==> config.mk <==
export PLATFORM = sky130hd
export DESIGN_NAME = two_key_priority_queue_top
export DESIGN_NICKNAME = d
export VERILOG_FILES = /design/src/rtl/tkpq_pkg.sv /design/src/rtl/tkpq_cell.sv /design/src/rtl/two_key_priority_queue_top.sv
export SDC_FILE = /design/constraint.sdc
export NUM_CORES = 2
export LEC_CHECK = 0
export ABC_CLOCK_PERIOD_IN_PS = 10420
export BUFFER_PORTS_ARGS = -buffer_cell sky130_fd_sc_hd__buf_4
export CAP_MARGIN = 20
export CORE_AREA = 2 2 274 276
export DETAILED_ROUTE_END_ITERATION = 7
export DIE_AREA = 0 0 276 278
export GPL_TIMING_DRIVEN = 0
export PLACE_DENSITY = 0.77
export SLEW_MARGIN = 40
export SYNTH_ARGS = -nofsm -noshare
export SYNTH_HDL_FRONTEND = slang
export SYNTH_SLANG_ARGS = --single-unit
==> constraint.sdc <==
create_clock -name clock -period 10.42 [get_ports clock]
set_input_delay 1.563 -clock clock [delete_from_list [all_inputs] [get_ports clock]]
set_output_delay 1.563 -clock clock [all_outputs]
set_load 0.01 [all_outputs]
==> src/rtl/tkpq_pkg.sv <==
// Shared types, constants and the ordering function for the two-key priority queue.
// No dependencies; used by tkpq_cell and two_key_priority_queue_top.
`timescale 1ns / 1ps
`default_nettype none

package tkpq_pkg;

   localparam int QUEUE_DEPTH = 16;
   localparam int CNT_W       = $clog2(QUEUE_DEPTH + 1);
   localparam int OCC_W       = 5;

   localparam logic       CMD_INSERT   = 1'b0;
   localparam logic       CMD_POP      = 1'b1;

   localparam logic [1:0] STATUS_OK    = 2'd0;
   localparam logic [1:0] STATUS_FULL  = 2'd1;
   localparam logic [1:0] STATUS_EMPTY = 2'd2;

   typedef struct packed {
      logic [15:0] id;
      logic [3:0]  pri;
      logic [6:0]  sec;
      logic [4:0]  hh;
      logic [5:0]  mm;
      logic [5:0]  ss;
   } entry_type;

   typedef struct packed {
      logic      valid;
      entry_type entry;
   } slot_type;

   // Broadcast to every cell: what the row does in this cycle.
   typedef struct packed {
      logic      ins;
      logic      pop;
      entry_type entry;
   } op_type;

   // True when new entry n must go ahead of stored entry s.
   function automatic logic goes_before(input entry_type n, input entry_type s);
      goes_before = (s.pri < n.pri) || ((s.pri == n.pri) && (s.sec < n.sec));
   endfunction

endpackage

`default_nettype wire

==> src/rtl/tkpq_cell.sv <==
// One slot of the sorted row: holds an entry and its valid bit.
// Depends on tkpq_pkg; instantiated QUEUE_DEPTH times by two_key_priority_queue_top.
`timescale 1ns / 1ps
`default_nettype none

module tkpq_cell (
   input  wire logic              clock,
   input  wire logic              reset,
   input  wire tkpq_pkg::op_type   op,
   input  wire tkpq_pkg::slot_type left_slot,
   input  wire logic              left_before,
   input  wire tkpq_pkg::slot_type right_slot,
   output      tkpq_pkg::slot_type slot,
   output      logic              goes_ahead
);

   logic                valid_ff, valid_in;
   tkpq_pkg::entry_type entry_ff, entry_in;

   // An empty cell always yields to the new entry; the row stays a prefix of valid cells.
   assign goes_ahead = !valid_ff || tkpq_pkg::goes_before(op.entry, entry_ff);

   always_comb begin
      valid_in = valid_ff;
      entry_in = entry_ff;
      if (op.ins && goes_ahead) begin
         // shift right from the insertion point, take the new entry at it
         if (left_before) begin
            valid_in = left_slot.valid;
            entry_in = left_slot.entry;
         end else begin
            valid_in = 1'b1;
            entry_in = op.entry;
         end
      end else if (op.pop) begin
         valid_in = right_slot.valid;
         entry_in = right_slot.entry;
      end
   end

   always_ff @(posedge clock) begin
      if (reset) begin
         valid_ff <= 1'b0;
      end else begin
         valid_ff <= valid_in;
      end
      entry_ff <= entry_in;
   end

   assign slot.valid = valid_ff;
   assign slot.entry = entry_ff;

endmodule

`default_nettype wire

==> src/rtl/two_key_priority_queue_top.sv <==
// Top level of the two-key priority queue: a row of tkpq_cell slots kept in sorted order.
// Depends on tkpq_pkg and tkpq_cell.
//
//   channel | ports                  | transfer
//   --------+------------------------+---------------------------------------------
//   request | start, busy, req_*     | clock edge with start high and busy low
//   result  | rsp_strobe, rsp_*      | clock edge ending the one cycle strobe is high
//
// One item per cycle: every cell compares the new entry with its own in parallel and
// shifts in the same cycle, so busy stays low. The result appears in the cycle after
// the request transfer, for one cycle. Synchronous reset empties every slot and clears
// the count; no clearing pass follows. The receiver cannot stall the result.
`timescale 1ns / 1ps
`default_nettype none

module two_key_priority_queue_top (
   input  wire logic        clock,
   input  wire logic        reset,
   input  wire logic        start,
   output      logic        busy,
   input  wire logic        req_command,
   input  wire logic [15:0] req_entry_id,
   input  wire logic [3:0]  req_primary_key,
   input  wire logic [6:0]  req_secondary_key,
   input  wire logic [4:0]  req_arrival_hour,
   input  wire logic [5:0]  req_arrival_minute,
   input  wire logic [5:0]  req_arrival_second,
   output      logic        rsp_strobe,
   output      logic        rsp_popped_valid,
   output      logic [15:0] rsp_out_id,
   output      logic [3:0]  rsp_out_primary,
   output      logic [6:0]  rsp_out_secondary,
   output      logic [4:0]  rsp_out_hour,
   output      logic [5:0]  rsp_out_minute,
   output      logic [5:0]  rsp_out_second,
   output      logic [4:0]  rsp_occupancy,
   output      logic [1:0]  rsp_status
);

   localparam int DEPTH = tkpq_pkg::QUEUE_DEPTH;

   tkpq_pkg::slot_type                  slot_vec   [DEPTH];
   logic               [DEPTH-1:0]      before_vec;
   logic               [DEPTH-1:0]      valid_vec;
   tkpq_pkg::op_type                    op;
   logic                                take, full, empty;

   logic [tkpq_pkg::CNT_W-1:0] count_ff, count_in;
   logic                       strobe_ff;
   logic                       popped_ff, popped_in;
   tkpq_pkg::entry_type        out_ff, out_in;
   logic [1:0]                 status_ff, status_in;

   assign busy  = 1'b0;
   assign take  = start && !busy;
   assign full  = slot_vec[DEPTH-1].valid;
   assign empty = !slot_vec[0].valid;

   assign op.entry.id  = req_entry_id;
   assign op.entry.pri = req_primary_key;
   assign op.entry.sec = req_secondary_key;
   assign op.entry.hh  = req_arrival_hour;
   assign op.entry.mm  = req_arrival_minute;
   assign op.entry.ss  = req_arrival_second;
   // drop the insert when full, ignore the pop when empty
   assign op.ins = take && (req_command == tkpq_pkg::CMD_INSERT) && !full;
   assign op.pop = take && (req_command == tkpq_pkg::CMD_POP) && !empty;

   for (genvar i = 0; i < DEPTH; i++) begin : g_cell
      tkpq_pkg::slot_type left_slot, right_slot;
      logic               left_before;

      if (i == 0) begin : g_head
         assign left_slot   = '0;
         assign left_before = 1'b0;
      end else begin : g_mid
         assign left_slot   = slot_vec[i-1];
         assign left_before = before_vec[i-1];
      end

      if (i == DEPTH - 1) begin : g_tail
         assign right_slot = '0;
      end else begin : g_body
         assign right_slot = slot_vec[i+1];
      end

      tkpq_cell u_cell (
         .clock       (clock),
         .reset       (reset),
         .op          (op),
         .left_slot   (left_slot),
         .left_before (left_before),
         .right_slot  (right_slot),
         .slot        (slot_vec[i]),
         .goes_ahead  (before_vec[i])
      );

      assign valid_vec[i] = slot_vec[i].valid;
   end

   always_comb begin
      count_in  = count_ff;
      popped_in = 1'b0;
      out_in    = '0;
      status_in = tkpq_pkg::STATUS_OK;
      case (req_command)
         tkpq_pkg::CMD_INSERT: begin
            if (full) begin
               status_in = tkpq_pkg::STATUS_FULL;
            end else begin
               count_in = count_ff + 1'b1;
            end
         end
         tkpq_pkg::CMD_POP: begin
            if (empty) begin
               status_in = tkpq_pkg::STATUS_EMPTY;
            end else begin
               count_in  = count_ff - 1'b1;
               popped_in = 1'b1;
               out_in    = slot_vec[0].entry;
            end
         end
         default: begin
            status_in = tkpq_pkg::STATUS_OK;
         end
      endcase
   end

   always_ff @(posedge clock) begin
      if (reset) begin
         count_ff  <= '0;
         strobe_ff <= 1'b0;
      end else begin
         strobe_ff <= take;
         if (take) begin
            count_ff <= count_in;
         end
      end
      if (take) begin
         popped_ff <= popped_in;
         out_ff    <= out_in;
         status_ff <= status_in;
      end
   end

   assign rsp_strobe        = strobe_ff;
   assign rsp_popped_valid  = popped_ff;
   assign rsp_out_id        = out_ff.id;
   assign rsp_out_primary   = out_ff.pri;
   assign rsp_out_secondary = out_ff.sec;
   assign rsp_out_hour      = out_ff.hh;
   assign rsp_out_minute    = out_ff.mm;
   assign rsp_out_second    = out_ff.ss;
   assign rsp_occupancy     = tkpq_pkg::OCC_W'(count_ff);
   assign rsp_status        = status_ff;

   // count tracks the number of occupied cells
   a_count_matches: assert property (@(posedge clock) disable iff (reset)
      $countones(valid_vec) == int'(count_ff))
      else $error("count does not match occupied cells");

   // occupied cells form a prefix from the head
   a_valid_prefix: assert property (@(posedge clock) disable iff (reset)
      (valid_vec & (valid_vec + 1'b1)) == '0)
      else $error("occupied cells are not contiguous from the head");

   a_strobe_follows: assert property (@(posedge clock) disable iff (reset)
      take |=> rsp_strobe)
      else $error("no result after request transfer");

   a_full_drop: assert property (@(posedge clock) disable iff (reset)
      (rsp_strobe && rsp_status == tkpq_pkg::STATUS_FULL) |->
         (int'(count_ff) == DEPTH && !rsp_popped_valid))
      else $error("insert dropped while not full");

   a_pop_ok: assert property (@(posedge clock) disable iff (reset)
      (rsp_strobe && rsp_popped_valid) |-> rsp_status == tkpq_pkg::STATUS_OK)
      else $error("popped entry with error status");

endmodule

`default_nettype wire
After elaboration in Yosys (flattened, before gate mapping) --
Cells that the tools add are included.
Cells by class: add/sub/neg operators 2, magnitude comparators 32, equal/unequal tests 18, muxes and demuxes 101, bitwise operators 1, reduce and logical (&&, ||, !) cells 102
Operator list (count):
- $mux 44 | 47
- $lt 7x7->1 | 16
- $eq 4x4->1 | 16
- $lt 4x4->1 | 16
- $mux 1 | 49
- $logic_and 1x1->1 | 36
- $logic_or 1x1->1 | 32
- $reduce_bool 2->1 | 16
- $logic_not 1->1 | 16
- $mux 5 | 2
- $pmux 5 s2 | 1
- $add 5x1->5 const B | 1
- $sub 5x1->5 const B | 1
- $pmux 2 s2 | 1
- $reduce_and 3->1 | 1
- $mux 2 | 1
- $ne 2x1->1 const B | 1
- $ne 2x2->1 const B | 1
- $reduce_and 2->1 | 1
- $not 1->1 | 1
Storage, ports and cells: register bits 773, input bits 48, logic and storage cells 378

Depth between registers and ports, before layout --
depth in word-level cells 6, depth in mapped cells 13, mapped depth without buffers 8

Modules after synthesis --
A second synthesis with hierarchy kept.
Unflattened totals: cells, all modules 3364, area, all modules 48524.0 um^2
By module, submodules not included:
- tkpq_cell | instances 16, cells an instance 201, area an instance 2899.0 um^2, sequential area each 1341.3 um^2
- two_key_priority_queue_top | instances 1, cells an instance 148, area an instance 2139.6 um^2, sequential area each 1531.5 um^2

Least setup slack after synthesis --
No wires, ideal clock.
path type input -> register, start in req_secondary_key[4], end reg g_cell[0].u_cell.entry_ff, in the netlist g_cell[0].u_cell.slot[0] (enable), library setup time 0.506 ns, data arrival time 6.883 ns, required time 9.914 ns, slack 3.031 ns, cell stages on the path 10, path buffers 4, cells stage by stage clkbuf_1 clkbuf_1 inv_1 ha_1 a211oi_1 nor2_1 o41a_4 buf_6 buf_6 o21ai_0
On the way: longest elaborated chain between the ends 6
RTL lines:
- from (decl) | line two_key_priority_queue_top.sv:24 | input wire logic [6:0] req_secondary_key,
- $lt 7x7->1 | line tkpq_pkg.sv:42 | goes_before = (s.pri < n.pri) || ((s.pri == n.pri) && (s.sec < n.sec));
- $logic_and 1x1->1 | line tkpq_pkg.sv:42
- $logic_or 1x1->1 | line tkpq_pkg.sv:42
- $logic_or 1x1->1 | line tkpq_cell.sv:21 | assign goes_ahead = !valid_ff || tkpq_pkg::goes_before(op.entry, entry_ff);
- $logic_and 1x1->1 | line tkpq_cell.sv:26 | if (op.ins && goes_ahead) begin
- $reduce_bool 2->1 (no source line)
- to (signal assigned) | line tkpq_cell.sv:47 | entry_ff <= entry_in;
- to (decl) | line tkpq_cell.sv:18 | tkpq_pkg::entry_type entry_ff, entry_in;
No other way between the ends. A chain may end at the register's enable or synchronous reset.

Worst setup path in the final report --
start in req_primary_key[1], end reg g_cell[8].u_cell.entry_ff, in the netlist g_cell[8].u_cell.slot[15] (enable)
On the way: longest elaborated chain between the ends 6, elaborated cells between the ends (all ways) 7, those cells by class order compare: 1; eq/ne: 1; reduce/logical: 5
RTL lines:
- from (decl) | line two_key_priority_queue_top.sv:23 | input wire logic [3:0] req_primary_key,
- branches (longest 2 deep; another with $lt 4x4->1)
- $logic_or 1x1->1 (*) | line tkpq_pkg.sv:42
- $logic_or 1x1->1 (*) | line tkpq_cell.sv:21
- $logic_and 1x1->1 (*) | line tkpq_cell.sv:26
- $reduce_bool 2->1 (no source line) (*)
- to (signal assigned) | line tkpq_cell.sv:47
- to (decl) | line tkpq_cell.sv:18
Mark *: on every way between the ends.

==> flow_summary.toml <==
[yosys]
ys_top_cells_by_count = "o21ai_0, edfxtp_1, mux2i_1"
synthXorXnorAreaFrac_pct = 0.08253
synth_mux_area_share_pct = 16.73
synth.area.top_cells = "edfxtp_1, mux2i_1, o21ai_0"
synth.distinct_cells = 58
synth_area_per_cell_um2 = 11.51
ys_async_sr_fraction_pct = 0
synth_edf_count = 751
synth_most_common_cell = "o21ai_0"
synth_warnings = 0
synthAdderAreaFrac_pct = 4.557
synthCells = 3687
syn_nets = 3889
synth_top_area_share_pct = 53.12
yosysTopAreaCell = "edfxtp_1"
synth_compound_area_share_pct = 16.20
synth_ff_type = "edfxtp_1"
ys_ff_latch = 773
synth_top_family_by_area = "multiplexers"
synth_area_um2 = 42450
yosys.area_share.simple_pct = 3.876
ys_seq_area_share_pct = 54.16

[global_routing]
use_met2_pct = 51.11
grt_antenna_before_repair = 2
grt_max_degree = 54
grt_first_pass_wirelength_mm = 189.9
grt_pass1_vias = 32750
busiest_layer = "met2"
grt_use_met1_pct = 44.82
grtUsageTotal_pct = 32.03
grt-ovfl-total = 0
grt.met3_usage_pct = 4.491

[clocking]
cts_buffers = 85
h-tree-depth = 3
clk_path_buf_depth = 3
post-cts-setup-buffers = 0
cts_root_buffer = "clkbuf_16"
clkTransAtPathRegs_ps = 60
cts_resized = 0
hold_buffers = 0
cts_sinks = 773
clkLatencyLatePin_ps = 640
cts_tree = "done"

[pwr]
power_density_nw_per_um2 = 162.5
p_leak_uw = 0.01635
report.power.total_uw = 7705
ir_worst_vdd_uv = 120.4

[timing]
rsz0062_at_grt = "false"
hold_viol = 0
finalSetupViolations = 0
fin_skew_ps = 18.88
relSlewSlack_pct = 42.52
fin_setup_tns_ps = 0
fmax_ghz = 0.1746
finalCriticalPeriod_ps = 5728
worstMarginPinSlew_ps = 862.2
slew_viol_final = 0
setup_ws_ps = 4692
post-route-period-util_pct = 54.97

[floorplan]
io-pin-count = 102
core_area_um2 = 73820
start_util_pct = 57.51
die_h_um = 278
rows = 100
die-area_um2 = 76730
die_w_um = 276

[setup_path]
crit_path_end_kind = "flop"
crit_fanout = 44
cp.required_ps = 10650
cp.arrival_ps = 5960
setup.worst_path.start_class = "primary input"
crit_type = "in2reg"

[route]
drt_wl_total_mm = 126.2
vias_per_cell = 6.626
drc = 14
dr.pass1.iters = 8
avgRoutedWirePerCell_um = 25.66
ant_nets = 0
num_vias = 32570
drtIter0Drc = 4492

[status]
violations = "DRC"
status = "complete, but fails checks"

[min_path]
hold_path_class = "reg2reg"

[placed_design]
dpl.hpwl_mm = 95.10
io_buffers = 91
routabilityCongestion = 0.9178
pre_cts_ws_ps = 4127
placed_area_um2 = 44770

[flow_run]
maxCapViolations = 0

[layout]
drive_gt1_share_pct = 10.11
final_nets = 4082
syn2layout_area_growth_pct = 11.69
final_area_um2 = 47410
final_util_pct = 64.23
-- stage by stage --
step,cells,hold WS (ps)
after floorplan,3687,470.6
after global placement,4747,466.8
after detailed placement,4762,484.4
after CTS,4915,492.5
after global routing,4915,525.0
final,4916,483.8
-- cells by family (layout without fill, tap and decap cells) --
kind of cell / count (synthesis) / count (layout)
compound gates: 1315 / 1315
xor+xnor: 4 / 4
fa+ha+maj: 154 / 154
buf+inv: 394 / 653
flops: 773 / 773
mux: 704 / 704
other cells: 1 / 2
simple gates: 342 / 342
-- sequential cells by signal, indices dropped and copies added (netlist names) --
signal	cells
g_cell.u_cell.slot	704
g_cell.u_cell.valid_ff	16
rsp_occupancy	5
rsp_out_hour	5
rsp_out_id	16
rsp_out_minute	6
rsp_out_primary	4
rsp_out_second	6
rsp_out_secondary	7
rsp_popped_valid	1
rsp_status	2
rsp_strobe	1
-- final timing paths --
path	from	endpoint	slack [ps]	depth (start not counted)
worst max-delay path	req_primary_key[1]	g_cell[8].u_cell.slot[15]$_DFFE_PP_	4690	13
worst min-delay path	rsp_occupancy[4]$_SDFFE_PP0P_	rsp_occupancy[4]$_SDFFE_PP0P_	480	2
worst max register to register	g_cell[8].u_cell.slot[25]$_DFFE_PP_	g_cell[8].u_cell.slot[15]$_DFFE_PP_	6790	10
worst min register to register	rsp_occupancy[4]$_SDFFE_PP0P_	rsp_occupancy[4]$_SDFFE_PP0P_	480	2
-- placed cells by master (no fill, tap or decap), types with 12 or more instances in the layout --
cell type  synthesis  final
o21ai_0          866    865
edfxtp_1         751    751
mux2i_1          660    660
clkbuf_1         198    208
a21oi_1          198    198
o21ai_1          173    172
ha_1             153    153
nor2_1           114    114
buf_2            105    105
buf_4              6     96
clkbuf_16          0     87
nand2_1           82     70
and3_1            45     45
mux2_1            40     40
inv_1             36     35
nand4_1           27     27
clkinv_1           0     27
nand2b_1          26     26
buf_6             23     24
dfxtp_1           22     22
clkbuf_2          10     16
nand3_1           16     16
nor2b_1           16     16
o211ai_1          16     16
a211oi_1          14     14
nand2_4            0     12
buf_1             12     12
buf_12             0     12
-- power breakdown --
group,internal (uW),switching [uW]
clock network,1660,1290
logic,330,612
registers,3690,127
total,5680,2020
-- layer usage --
layer	share of wire [%]	vias up	wire length (um)
met5	0.024	-	30
met4	3.9	4	4904
met3	8.8	293	11080
met2	46	1809	57830
met1	41	16050	52310
li1	-	14410	-
-- layout make-up --
class                   count  area, um2
fillers                  5832      26410
flip-flops and latches    773      22990
multi-input cells        2520      17710
clock buffers             105       2265
plain buffers             358       1735
well taps                 969       1212
repair buffers            106      997.2
clock inverters            48      364.1
inverters                  36      137.6
diodes                      1      2.502
-- worst max-delay path, cell delays in order --
cell      delay (ps)
clkbuf_1         320
clkbuf_1         590
inv_1            540
ha_1             460
nor2b_1          140
o211ai_1         100
a21boi_0         190
o41a_1           170
buf_2            250
nand2b_1         140
clkbuf_1         470
clkbuf_1         490
nand2_4          470
Note: power is estimated with default switching activity, not from simulation.
